File: src/rtl/core/sacd_pkg.sv
// Shared types and constants for the SACD audio sector packet parser.
// Used by the result and cfg interfaces, front, job queue, back and top level.
`default_nettype none
package sacd_pkg;

    localparam int MAX_PACKETS = 7;
    localparam int IDX_W       = 3;
    localparam int LEN_W       = 11;
    localparam int OFF_W       = 13;
    localparam int TYPE_W      = 3;
    localparam int FIRST_W     = 6;

    localparam logic [OFF_W-1:0] SECTOR_SIZE_RESET = 13'd2048;

    localparam logic STATUS_OK     = 1'b0;
    localparam logic STATUS_REJECT = 1'b1;

    typedef struct packed {
        logic              frame_begin;
        logic [TYPE_W-1:0] pkt_type;
        logic [LEN_W-1:0]  payload_len;
        logic [OFF_W-1:0]  packet_offset;
    } desc_t;

    // count of zero marks a single flag result carrying status
    typedef struct packed {
        logic                         status;
        logic [IDX_W-1:0]             count;
        desc_t [MAX_PACKETS-1:0]      desc;
    } job_t;

endpackage
`default_nettype wire

File: src/rtl/core/sacd_byte_if.sv
// Input byte channel of the SACD sector parser.
// Depends on nothing beyond the clock domain of its users.
`default_nettype none
interface sacd_byte_if;
    logic       valid;
    logic       ready;
    logic [7:0] data_byte;
    logic       sector_start;

    modport source (output valid, output data_byte, output sector_start, input ready);
    modport sink   (input valid, input data_byte, input sector_start, output ready);
endinterface
`default_nettype wire

File: src/rtl/core/sacd_result_if.sv
// Result channel of the SACD sector parser.
// Field widths come from sacd_pkg.
`default_nettype none
interface sacd_result_if;
    logic                            valid;
    logic                            ready;
    logic                            status;
    logic                            has_packet;
    logic [sacd_pkg::IDX_W-1:0]      packet_index;
    logic                            frame_begin;
    logic [sacd_pkg::TYPE_W-1:0]     pkt_type;
    logic [sacd_pkg::LEN_W-1:0]      payload_len;
    logic [sacd_pkg::OFF_W-1:0]      packet_offset;
    logic                            last;

    modport source (output valid, output status, output has_packet, output packet_index,
                    output frame_begin, output pkt_type, output payload_len,
                    output packet_offset, output last, input ready);
    modport sink   (input valid, input status, input has_packet, input packet_index,
                    input frame_begin, input pkt_type, input payload_len,
                    input packet_offset, input last, output ready);
endinterface
`default_nettype wire

File: src/rtl/core/sacd_cfg_if.sv
// Configuration write channel carrying the sector size register.
// Width comes from sacd_pkg.
`default_nettype none
interface sacd_cfg_if;
    logic                        valid;
    logic                        ready;
    logic [sacd_pkg::OFF_W-1:0]  sector_size;

    modport source (output valid, output sector_size, input ready);
    modport sink   (input valid, input sector_size, output ready);
endinterface
`default_nettype wire

File: src/rtl/core/sacd_front.sv
// Front end: accepts sector bytes, decodes the header and packet-info table,
// and pushes one finished job per sector into the job queue. Uses sacd_pkg.
`default_nettype none
module sacd_front (
    input  wire logic                        clk,
    input  wire logic                        rst_n,
    sacd_byte_if.sink                        bytes,
    input  wire logic [sacd_pkg::OFF_W-1:0]  sector_size,
    input  wire logic                        queue_full,
    output      logic                        job_push,
    output      sacd_pkg::job_t              job
);

    typedef enum logic [0:0] {
        PH_IDLE,
        PH_TABLE
    } phase_t;

    phase_t                            phase_reg, phase_next;
    logic [sacd_pkg::IDX_W-1:0]        pkts_reg, pkts_next;
    logic [3:0]                        seen_reg, seen_next;
    logic [7:0]                        hi_reg, hi_next;
    logic [sacd_pkg::OFF_W-1:0]        off_reg, off_next;
    logic                              ovr_reg, ovr_next;
    sacd_pkg::desc_t [sacd_pkg::MAX_PACKETS-1:0] desc_reg, desc_next;

    logic                              fire;
    logic [2:0]                        pc, fc;
    logic [2:0]                        fsize;
    logic [sacd_pkg::FIRST_W-1:0]      first;
    logic [sacd_pkg::IDX_W-1:0]        idx;
    logic [sacd_pkg::LEN_W-1:0]        len;
    logic [sacd_pkg::OFF_W:0]          sum;

    assign bytes.ready = !queue_full;
    assign fire        = bytes.valid && !queue_full;

    assign pc    = bytes.data_byte[7:5];
    assign fc    = bytes.data_byte[4:2];
    assign fsize = bytes.data_byte[0] ? 3'd4 : 3'd3;
    assign first = 6'd1 + {2'b00, pc, 1'b0} + (6'(fc) * 6'(fsize));
    assign idx   = seen_reg[3:1];
    assign len   = {hi_reg[2:0], bytes.data_byte};
    assign sum   = {1'b0, off_reg} + 14'(len);

    always_comb
    begin
        phase_next = phase_reg;
        pkts_next  = pkts_reg;
        seen_next  = seen_reg;
        hi_next    = hi_reg;
        off_next   = off_reg;
        ovr_next   = ovr_reg;
        desc_next  = desc_reg;
        job_push   = 1'b0;
        job.status = sacd_pkg::STATUS_OK;
        job.count  = '0;
        if (fire)
        begin
            if (bytes.sector_start)
            begin
                // a start flag drops whatever table was in progress
                phase_next = PH_IDLE;
                if (sector_size == '0 || 13'(first) > sector_size)
                begin
                    job_push   = 1'b1;
                    job.status = sacd_pkg::STATUS_REJECT;
                end
                else if (pc == '0)
                begin
                    job_push = 1'b1;
                end
                else
                begin
                    phase_next = PH_TABLE;
                    pkts_next  = pc;
                    seen_next  = '0;
                    hi_next    = '0;
                    off_next   = 13'(first);
                    ovr_next   = 1'b0;
                end
            end
            else if (phase_reg == PH_TABLE)
            begin
                seen_next = seen_reg + 4'd1;
                if (!seen_reg[0])
                begin
                    hi_next = bytes.data_byte;
                end
                else
                begin
                    if (!ovr_reg)
                    begin
                        if (sum > {1'b0, sector_size})
                        begin
                            ovr_next = 1'b1;
                        end
                        else
                        begin
                            desc_next[idx].frame_begin   = hi_reg[7];
                            desc_next[idx].pkt_type      = hi_reg[5:3];
                            desc_next[idx].payload_len   = len;
                            desc_next[idx].packet_offset = off_reg;
                            off_next                     = sum[sacd_pkg::OFF_W-1:0];
                        end
                    end
                    if ({1'b0, idx} + 4'd1 >= {1'b0, pkts_reg})
                    begin
                        phase_next = PH_IDLE;
                        job_push   = 1'b1;
                        if (ovr_next)
                        begin
                            job.status = sacd_pkg::STATUS_REJECT;
                        end
                        else
                        begin
                            job.count = pkts_reg;
                        end
                    end
                end
            end
        end
        job.desc = desc_next;
    end

    always_ff @(posedge clk or negedge rst_n)
    begin
        if (!rst_n)
        begin
            phase_reg <= PH_IDLE;
            pkts_reg  <= '0;
            seen_reg  <= '0;
            hi_reg    <= '0;
            off_reg   <= '0;
            ovr_reg   <= 1'b0;
        end
        else
        begin
            phase_reg <= phase_next;
            pkts_reg  <= pkts_next;
            seen_reg  <= seen_next;
            hi_reg    <= hi_next;
            off_reg   <= off_next;
            ovr_reg   <= ovr_next;
        end
    end

    // descriptor buffer: read only after written within the same sector
    always_ff @(posedge clk)
    begin
        desc_reg <= desc_next;
    end

endmodule
`default_nettype wire

File: src/rtl/core/sacd_job_fifo.sv
// Two-entry job queue between the parser front and the result back end.
// Uses sacd_pkg::job_t.
`default_nettype none
module sacd_job_fifo (
    input  wire logic            clk,
    input  wire logic            rst_n,
    input  wire logic            push,
    input  wire sacd_pkg::job_t  push_job,
    input  wire logic            pop,
    output      logic            full,
    output      logic            empty,
    output      sacd_pkg::job_t  head
);

    sacd_pkg::job_t mem_reg [2];
    logic           wr_ptr_reg, wr_ptr_next;
    logic           rd_ptr_reg, rd_ptr_next;
    logic [1:0]     cnt_reg, cnt_next;
    logic           do_push, do_pop;

    assign full    = (cnt_reg == 2'd2);
    assign empty   = (cnt_reg == 2'd0);
    assign head    = mem_reg[rd_ptr_reg];
    assign do_push = push && !full;
    assign do_pop  = pop && !empty;

    always_comb
    begin
        wr_ptr_next = wr_ptr_reg ^ do_push;
        rd_ptr_next = rd_ptr_reg ^ do_pop;
        cnt_next    = cnt_reg + 2'(do_push) - 2'(do_pop);
    end

    always_ff @(posedge clk or negedge rst_n)
    begin
        if (!rst_n)
        begin
            wr_ptr_reg <= 1'b0;
            rd_ptr_reg <= 1'b0;
            cnt_reg    <= '0;
        end
        else
        begin
            wr_ptr_reg <= wr_ptr_next;
            rd_ptr_reg <= rd_ptr_next;
            cnt_reg    <= cnt_next;
        end
    end

    always_ff @(posedge clk)
    begin
        if (do_push)
        begin
            mem_reg[wr_ptr_reg] <= push_job;
        end
    end

endmodule
`default_nettype wire

File: src/rtl/core/sacd_back.sv
// Back end: takes one job at a time from the queue and plays it out as a
// run of result requests. Uses sacd_pkg and sacd_result_if.
`default_nettype none
module sacd_back (
    input  wire logic            clk,
    input  wire logic            rst_n,
    input  wire logic            job_valid,
    input  wire sacd_pkg::job_t  job_head,
    output      logic            job_pop,
    sacd_result_if.source        results
);

    logic                        busy_reg, busy_next;
    logic [sacd_pkg::IDX_W-1:0]  k_reg, k_next;
    sacd_pkg::job_t              job_reg;
    logic                        fire, is_last;
    sacd_pkg::desc_t             cur;

    assign cur     = job_reg.desc[k_reg];
    assign is_last = (job_reg.count == '0) || (3'(k_reg + 3'd1) == job_reg.count);
    assign fire    = busy_reg && results.ready;
    assign job_pop = job_valid && (!busy_reg || (fire && is_last));

    always_comb
    begin
        busy_next = busy_reg;
        k_next    = k_reg;
        if (fire)
        begin
            k_next = k_reg + 3'd1;
            if (is_last)
            begin
                busy_next = 1'b0;
            end
        end
        if (job_pop)
        begin
            busy_next = 1'b1;
            k_next    = '0;
        end
    end

    always_ff @(posedge clk or negedge rst_n)
    begin
        if (!rst_n)
        begin
            busy_reg <= 1'b0;
            k_reg    <= '0;
        end
        else
        begin
            busy_reg <= busy_next;
            k_reg    <= k_next;
        end
    end

    always_ff @(posedge clk)
    begin
        if (job_pop)
        begin
            job_reg <= job_head;
        end
    end

    always_comb
    begin
        results.valid = busy_reg;
        results.last  = is_last;
        if (job_reg.count == '0)
        begin
            results.status        = job_reg.status;
            results.has_packet    = 1'b0;
            results.packet_index  = '0;
            results.frame_begin   = 1'b0;
            results.pkt_type      = '0;
            results.payload_len   = '0;
            results.packet_offset = '0;
        end
        else
        begin
            results.status        = sacd_pkg::STATUS_OK;
            results.has_packet    = 1'b1;
            results.packet_index  = k_reg;
            results.frame_begin   = cur.frame_begin;
            results.pkt_type      = cur.pkt_type;
            results.payload_len   = cur.payload_len;
            results.packet_offset = cur.packet_offset;
        end
    end

endmodule
`default_nettype wire

File: src/rtl/core/sacd_audio_sector_packet_parse_unit.sv
// SACD audio sector packet parser, top level.
// Channels: bytes (one sector byte per request, sector_start on the header
// byte), results (packet descriptors or a single flag result), cfg (writes
// the sector size register; always ready, to be written only while idle).
// Throughput: one byte per cycle on bytes unless the job queue is full; a
// sector's run of n descriptors leaves at one result per cycle while
// results is ready. A two-entry job queue sits between the parsing front
// and the result back end. With the back end idle, the first result of a
// sector is valid once the job for the byte completing the table (or the
// header byte for a flag result) is stored in the queue, then in the back end.
// When results stalls, the back end holds the sector it is playing out and
// the queue up to two more; once both slots are taken bytes.ready drops
// until the back end frees one.
// Reset: parser idle, queue empty, no result valid, sector size 2048.
// Bytes outside a table are dropped; a start flag restarts parsing at once.
`default_nettype none
module sacd_audio_sector_packet_parse_unit (
    input  wire logic       clk,
    input  wire logic       rst_n,
    sacd_byte_if.sink       bytes,
    sacd_result_if.source   results,
    sacd_cfg_if.sink        cfg
);

    logic [sacd_pkg::OFF_W-1:0] sector_size_reg;
    logic                       job_push, job_pop, q_full, q_empty;
    sacd_pkg::job_t             job_in, job_head;

    assign cfg.ready = 1'b1;

    always_ff @(posedge clk or negedge rst_n)
    begin
        if (!rst_n)
        begin
            sector_size_reg <= sacd_pkg::SECTOR_SIZE_RESET;
        end
        else if (cfg.valid)
        begin
            sector_size_reg <= cfg.sector_size;
        end
    end

    sacd_front u_front (
        .clk         (clk),
        .rst_n       (rst_n),
        .bytes       (bytes),
        .sector_size (sector_size_reg),
        .queue_full  (q_full),
        .job_push    (job_push),
        .job         (job_in)
    );

    sacd_job_fifo u_fifo (
        .clk      (clk),
        .rst_n    (rst_n),
        .push     (job_push),
        .push_job (job_in),
        .pop      (job_pop),
        .full     (q_full),
        .empty    (q_empty),
        .head     (job_head)
    );

    sacd_back u_back (
        .clk       (clk),
        .rst_n     (rst_n),
        .job_valid (!q_empty),
        .job_head  (job_head),
        .job_pop   (job_pop),
        .results   (results)
    );

    // a job is never offered while the queue is full
    assert property (@(posedge clk) disable iff (!rst_n)
        job_push |-> !q_full)
        else $error("job offered to full queue");

    // descriptors within a run follow each other in table order
    assert property (@(posedge clk) disable iff (!rst_n)
        (results.valid && results.ready && results.has_packet && !results.last)
        |=> (results.valid && results.has_packet
             && results.packet_index == 3'($past(results.packet_index) + 3'd1)))
        else $error("descriptor run out of order");

    // every reported packet ends inside the sector
    assert property (@(posedge clk) disable iff (!rst_n)
        (results.valid && results.has_packet)
        |-> (({1'b0, results.packet_offset} + 14'(results.payload_len))
             <= {1'b0, sector_size_reg}) && (results.status == sacd_pkg::STATUS_OK))
        else $error("packet past sector end reported");

endmodule
`default_nettype wire
File: src/flat_wrapper.sv
// flat-port wrapper written by rule: the top's interface ports become plain ports
module sacd_audio_sector_packet_parse_unit_flat 
  (clk, rst_n, bytes_valid, bytes_data_byte, bytes_sector_start, bytes_ready, results_valid, results_status, results_has_packet, results_packet_index, results_frame_begin, results_pkt_type, results_payload_len, results_packet_offset, results_last, results_ready, cfg_valid, cfg_sector_size, cfg_ready);
  sacd_byte_if bytes_i ();
  sacd_result_if results_i ();
  sacd_cfg_if cfg_i ();
  input  wire logic clk;
  input  wire logic rst_n;
  input wire logic [$bits(bytes_i.valid)-1:0] bytes_valid;
  input wire logic [$bits(bytes_i.data_byte)-1:0] bytes_data_byte;
  input wire logic [$bits(bytes_i.sector_start)-1:0] bytes_sector_start;
  output wire logic [$bits(bytes_i.ready)-1:0] bytes_ready;
  output wire logic [$bits(results_i.valid)-1:0] results_valid;
  output wire logic [$bits(results_i.status)-1:0] results_status;
  output wire logic [$bits(results_i.has_packet)-1:0] results_has_packet;
  output wire logic [$bits(results_i.packet_index)-1:0] results_packet_index;
  output wire logic [$bits(results_i.frame_begin)-1:0] results_frame_begin;
  output wire logic [$bits(results_i.pkt_type)-1:0] results_pkt_type;
  output wire logic [$bits(results_i.payload_len)-1:0] results_payload_len;
  output wire logic [$bits(results_i.packet_offset)-1:0] results_packet_offset;
  output wire logic [$bits(results_i.last)-1:0] results_last;
  input wire logic [$bits(results_i.ready)-1:0] results_ready;
  input wire logic [$bits(cfg_i.valid)-1:0] cfg_valid;
  input wire logic [$bits(cfg_i.sector_size)-1:0] cfg_sector_size;
  output wire logic [$bits(cfg_i.ready)-1:0] cfg_ready;
  assign bytes_i.valid = bytes_valid;
  assign bytes_i.data_byte = bytes_data_byte;
  assign bytes_i.sector_start = bytes_sector_start;
  assign bytes_ready = bytes_i.ready;
  assign results_valid = results_i.valid;
  assign results_status = results_i.status;
  assign results_has_packet = results_i.has_packet;
  assign results_packet_index = results_i.packet_index;
  assign results_frame_begin = results_i.frame_begin;
  assign results_pkt_type = results_i.pkt_type;
  assign results_payload_len = results_i.payload_len;
  assign results_packet_offset = results_i.packet_offset;
  assign results_last = results_i.last;
  assign results_i.ready = results_ready;
  assign cfg_i.valid = cfg_valid;
  assign cfg_i.sector_size = cfg_sector_size;
  assign cfg_ready = cfg_i.ready;
  sacd_audio_sector_packet_parse_unit u_core (.clk(clk), .rst_n(rst_n), .bytes(bytes_i), .results(results_i), .cfg(cfg_i));
endmodule
File: config.mk
export PLATFORM = sky130hd
export DESIGN_NAME = sacd_audio_sector_packet_parse_unit_flat
export DESIGN_NICKNAME = d
export VERILOG_FILES = /design/src/rtl/core/sacd_pkg.sv /design/src/rtl/core/sacd_byte_if.sv /design/src/rtl/core/sacd_result_if.sv /design/src/rtl/core/sacd_cfg_if.sv /design/src/rtl/core/sacd_front.sv /design/src/rtl/core/sacd_job_fifo.sv /design/src/rtl/core/sacd_back.sv /design/src/rtl/core/sacd_audio_sector_packet_parse_unit.sv /design/src/flat_wrapper.sv
export SDC_FILE = /design/constraint.sdc
export NUM_CORES = 1
export LEC_CHECK = 0
export BUFFER_PORTS_ARGS = -buffer_cell sky130_fd_sc_hd__buf_2
export CORE_AREA = 5 5 290 292
export CTS_CLUSTER_DIAMETER = 100
export DETAILED_ROUTE_END_ITERATION = 10
export DIE_AREA = 0 0 295 297
export GPL_TIMING_DRIVEN = 0
export PLACE_DENSITY = 0.61
export REMOVE_ABC_BUFFERS = 1
export SLEW_MARGIN = 20
export SYNTH_ARGS = -nofsm -noshare
export SYNTH_HDL_FRONTEND = slang
export SYNTH_SLANG_ARGS = --single-unit
File: constraint.sdc
create_clock -name clk -period 15.7 [get_ports clk]
set_input_delay 3.14 -clock clk [delete_from_list [all_inputs] [get_ports clk]]
set_output_delay 3.14 -clock clk [all_outputs]
set_load 0.01 [all_outputs]
==> After elaboration in Yosys (flattened, before gate mapping) <==
Memories as Yosys holds them, arrays and structs flattened. A register that Yosys moved wholly into a read port is not among the register bits.
Index checks and enable logic that the tools add are counted.
Widths: inputs -> output; s select.
{ "op_classes": {"mux": 84, "n_shift": 0, "bitwise": 4, "n_eq_ne": 7, "n_reduce_logical": 27, "magnitude_cmp": 6, "addsub": 8, "div_mod_pow": 0, "mul": 1} }
{ "ops": {"columns": ["op", "count"], "rows": [
  ["$mux 196", 6],
  ["$bwmux 196", 4],
  ["$demux 28 s3", 4],
  ["$mux 13", 9],
  ["$bmux 28 s3", 1],
  ["$mux 28", 2],
  ["$mux 8", 5],
  ["$mux 1", 35],
  ["$mux 4", 8],
  ["$mux 27", 1],
  ["$mux 24", 1],
  ["$mux 3", 7],
  ["$add 13x11->14", 1],
  ["$gt 14x13->1", 1],
  ["$gt 6x13->1", 1],
  ["$logic_not 13->1", 1],
  ["$mux 11", 1],
  ["$ne 2x2->1 const B", 5],
  ["$reduce_and 5->1", 2],
  ["$lt 3x4->1 const B", 2],
  ["$reduce_and 4->1", 2],
  ["$reduce_bool 2->1", 4],
  ["$logic_and 1x1->1", 7],
  ["$reduce_and 7->1", 1],
  ["other kinds (19)", 26]
]} }
{ "totals": {"memories": 1, "mem_bits_ro": 0, "output_inout_bits": 37, "ram_bits": 400, "elab_cells": 178, "latchBits": 0, "reg_bits": 247} }
{ "memory_table": {"columns": ["memory", "words", "word_bits", "rd", "rd_ports_with_merged_regs", "wr", "line_no", "rtl"], "rows": [
  ["u_core.u_fifo.mem_reg", 2, 200, 1, 1, 1, "sacd_job_fifo.sv:15", "sacd_pkg::job_t mem_reg [2];"]
]} }

==> Logic depth before layout (Yosys ltp) <==
{ "logic_depth": {"word_depth": 14, "depth_mapped": 23, "ltp_nobuf": 22} }

==> Hierarchy <==
A second synthesis with hierarchy kept.
{ "unflattened": {"hier_cells": 1836, "area_unflattened_um2": 32469.9} }
{ "by_module_without_submodules": {"columns": ["module", "seq_area_each_um2", "cells_per_inst", "n_inst", "area_per_inst_um2"], "rows": [
  ["sacd_job_fifo", 12111.6, 642, 1, 14724.1],
  ["sacd_front", 4649.5, 757, 1, 9243.9],
  ["sacd_back", 6105.9, 407, 1, 7965.1],
  ["sacd_audio_sector_packet_parse_unit", 326.6, 30, 1, 536.8]
]} }

==> Worst setup path before layout <==
No wires, ideal clock.
{ "synth_timing": {"path_type": "input-to-reg", "startpoint": "in results_ready", "endpoint": "reg u_core.u_fifo.cnt_reg[1]", "path_slack_ps": 859, "path_stages": 7, "n_path_buf": 0, "arrival_ps": 14761, "required_ps": 15620, "setup_time_ps": 80, "path_cell_list": "nand2_1 > a21oi_1 > ha_1 > inv_1 > ha_1 > xnor2_1 > xnor2_1"} }
{ "synth_via": {"elab_chain_len": 6} }
{ "synth_lines": {"columns": ["item", "line_no", "rtl"], "rows": [
  ["from (decl)", "flat_wrapper.sv:22", "input wire logic [$bits(results_i.ready)-1:0] results_ready;"],
  ["$logic_and 1x1->1", "sacd_back.sv:21", "assign fire = busy_reg && results.ready;"],
  ["$logic_and 1x1->1", "sacd_back.sv:22", "assign job_pop = job_valid && (!busy_reg || (fire && is_last));"],
  ["$logic_or 1x1->1", "sacd_back.sv:22", null],
  ["$logic_and 1x1->1", "sacd_back.sv:22", null],
  ["net u_core.job_pop", "sacd_audio_sector_packet_parse_unit.sv:26", "logic job_push, job_pop, q_full, q_empty;"],
  ["$logic_and 1x1->1", "sacd_job_fifo.sv:25", "assign do_pop = pop && !empty;"],
  ["$sub 2x1->2", "sacd_job_fifo.sv:31", "cnt_next = cnt_reg + 2'(do_push) - 2'(do_pop);"],
  ["net u_core.u_fifo.cnt_next[1]", "sacd_job_fifo.sv:18", "logic [1:0] cnt_reg, cnt_next;"],
  ["to (signal assigned)", "sacd_job_fifo.sv:46", "cnt_reg <= cnt_next;"],
  ["to (decl)", "sacd_job_fifo.sv:18", null]
]} }
The timed path passes the listed nets, and every way through them passes these cells.
A chain may end at the register's enable or synchronous reset.

==> summary.txt <==
Critical path
  – Crit Path Max Fanout: 28
  – Worst Setup EP: u_core.u_fifo.mem_reg[1][166]$_DFFE_PP_
  – Stages on worst setup path: 19
  – Crit-path cells: buf_2, ha_1, inv_1, fa_1, nor2b_1, o31a_1, o2111ai_1, nand2_1, a21oi_1, xnor2_1, ha_1, nand4_1, nor2_1, a2111oi_0, a21oi_1, a211oi_4, buf_6, nand4_4, mux2_2
  – CP Capture Type: register
  – Critical Path Start: bytes_data_byte[0]
  – Reg2reg end: u_core.u_fifo.mem_reg[1][166]$_DFFE_PP_
  – Worst Reg-to-Reg Cells: 18
  – CP Buf/Inv Count: 3
  – Critical R2R Launch: u_core.u_front.off_reg[0]$_DFFE_PN0P_
  – Setup slack, reg-to-reg: 9.66 ns
  – Top delay family on crit path: compound AO/OA/AOI/OAI gates
  – Critical Path AT: 8.59 ns
  – Critical Path Max Stage Delay: 0.76 ns
  – Setup crit start kind: input pin
  – Crit Path Class: in -> reg
  – Crit path required time: 16.06 ns
  – Max stage delay cell, worst path: nand4_4

Yosys
  – Cells after Synth: 1,867
  – Post-Syn Area: 32,100 um^2
  – Synth top cells by count: 600 x edfxtp_1, 398 x mux2_2, 196 x dfxtp_1
  – Seq/Total Area, Yosys: 72.3%
  – Synthesis warning total: 0
  – Synth top area share: 56.2%
  – Most common cell in the netlist: edfxtp_1
  – Syn_area_per_cell: 17.2 um^2
  – Synth area leaders: edfxtp_1 56%, mux2_2 14%, dfxtp_1 12%
  – Fraction of registers with async set/reset: 5.91%
  – Yosys reg bits: 846
  – Number of synthesized flops with an enable pin: 600
  – Area leader, netlist: edfxtp_1
  – Ys flop type: edfxtp_1
  – Unique masters post-synth: 62

Layout
  – Final #Nets: 2,040
  – Layout cells sized above 1: 33.3%
  – Area Overhead vs Synth: 15.5%
  – Util after Layout: 45.6%
  – Fillers: 6,867
  – Multi-input gate area: 8450 um^2
  – Max reg flops: 400
  – Storage cell area: 23,200 um^2

Detailed routing
  – Wire length per cell: 20.9 um
  – DRC Markers: 0
  – ANT nets after route: 0
  – Vias per cell: 5.12
  – Via count: 15,900
  – DRT Wirelength: 64,800 um
  – DRT Pass-1 Iters: 5
  – Initial DRC Count: 1,075

Run
  – Max-Cap Viols: 0

Timing
  – RSZ-0062 raised after global routing: no
  – Fmax: 121 MHz
  – WHS: 0.482 ns
  – Final Cycle Share: 52.5%
  – Worst Slack Setup Final: 7.46 ns
  – Rel. slew slack: 34.2%
  – Slew at the pin closest to its max-slew limit: 0.986 ns
  – Final setup viols: 0
  – Final hold violation count: 0
  – Post-layout minimum cycle time: 8.24 ns
  – Clock skew: 0.0252 ns
  – Final Max Slew Viols: 0

Floorplanning
  – # IOs: 64
  – Die footprint: 87,600 um^2
  – Starting Density: 39.4%
  – Die Height: 297 um
  – Die extent in x: 295 um
  – Placement row count: 105
  – Core area: 81,300 um^2

Placed design
  – Routability congestion estimate: 0.833
  – # port buffers: 62
  – Post-DP HPWL: 38,400 um
  – Place WS: 6.32 ns

GRT
  – Initial antenna violation count: 1
  – First-pass GRT wire length: 99,300 um
  – Global route overflow: 0
  – Number of global-route vias before repair: 16,800
  – Tot GR Track Use: 14.7%
  – Largest net degree at the start of global routing: 51

Clock network
  – Post-CTS sizing: 0
  – H-tree Lvls: 3
  – Total CTS buffers: 82
  – Root buf cell: clkbuf_16
  – Clock Pin Slew Worst Setup and Hold Paths: 0.06 ns
  – CTS Buffer Depth: 3
  – Clk_lat worst skew: 0.62 ns
  – Setup bufs post-CTS: 0
  – Sink Count: 846
  – Cts hold-fix bufs: 0
  – CTS tree: done

Outcome
  – Outcome: finished, final reports clean

Power and ir drop
  – Pwr Density: 177 nW/um^2
  – Peak VDD IR: 88.5 uV
  – Leakage Power: 13.4 nW
  – Tot Pwr: 6.58 mW

Min path
  – Hold crit path type: reg -> reg
==> cells by family (layout without fill, tap and decap cells) <==
logic type | count (synthesis) | after routing | share of synthesized area, %
AO/OA/AOI/OAI | 175 | 175 | 3.61
adder cells (fa/ha/maj) | 51 | 51 | 2.08
multiplexers | 455 | 455 | 16.8
buffers and inverters | 125 | 288 | 1.56
XOR/XNOR | 22 | 22 | 0.601
AND/OR/NAND/NOR | 191 | 191 | 2.96
flip-flops | 846 | 846 | 72.3
other | 2 | 3 | 0.0234
==> placed cells by master (no fill, tap or decap), types with 35 or more instances in the layout <==
| cell | Yosys | final |
|---|---|---|
| inv_1 | 35 | 35 |
| nor2_1 | 78 | 78 |
| ha_1 | 47 | 45 |
| dfrtp_1 | 49 | 45 |
| nand2_1 | 43 | 43 |
| edfxtp_1 | 600 | 600 |
| buf_2 | 12 | 61 |
| dfxtp_1 | 196 | 196 |
| clkbuf_16 | 0 | 84 |
| mux2_2 | 398 | 398 |
| a21oi_1 | 57 | 56 |
==> per-layer routing <==
| metal | global-route usage (%) | vias to the layer above | routed length [um] |
|---|---|---|---|
| li1 | - | 7315 | - |
| met1 | 19.0 | 8174 | 27600 |
| met2 | 25.6 | 292 | 32900 |
| met3 | 2.35 | 92 | 2760 |
| met4 | 4.60 | 0 | 1540 |
| met5 | 0 | - | 0 |
==> metrics by stage <==
stage	instance area (um^2)	TNS [ns]	cells
floorplan	31700	0	1777
global placement	33400	-1322.58	2909
detailed placement	34300	0	2947
CTS	37000	0	3099
global route	37100	0	3100
finish	37100	0	3101
==> final cells by class <==
type	count	area share (%)
Clock buffer	115	6.18
Clock inverter	37	1.13
Multi-Input combinational cell	896	22.8
Antenna cell	1	0.00675
Tap cell	1070	3.61
Inverter	35	0.355
Sequential cell	846	62.6
Timing Repair Buffer	101	3.28
==> where the power goes <==
part	switching (mW)	internal (mW)
logic	0.847	0.737
clock network	0.798	1.15
registers	0.212	2.83
==> how the worst min path moves through the flow <==
stage / from / end / slack, ns / depth (start not counted)
floorplan: u_core.u_front.desc_reg[0]$_DFF_P_ / u_core.u_front.desc_reg[0]$_DFF_P_ / 0.46 / 1
global placement: u_core.u_front.desc_reg[86]$_DFF_P_ / u_core.u_front.desc_reg[86]$_DFF_P_ / 0.46 / 1
detailed placement: u_core.u_front.desc_reg[83]$_DFF_P_ / u_core.u_front.desc_reg[83]$_DFF_P_ / 0.47 / 1
CTS: u_core.u_front.desc_reg[83]$_DFF_P_ / u_core.u_front.desc_reg[83]$_DFF_P_ / 0.49 / 1
global route: u_core.u_front.desc_reg[159]$_DFF_P_ / u_core.u_front.desc_reg[159]$_DFF_P_ / 0.50 / 1
finish: u_core.u_front.desc_reg[90]$_DFF_P_ / u_core.u_front.desc_reg[90]$_DFF_P_ / 0.48 / 1
No activity file was read; power rests on OpenSTA's default activity.
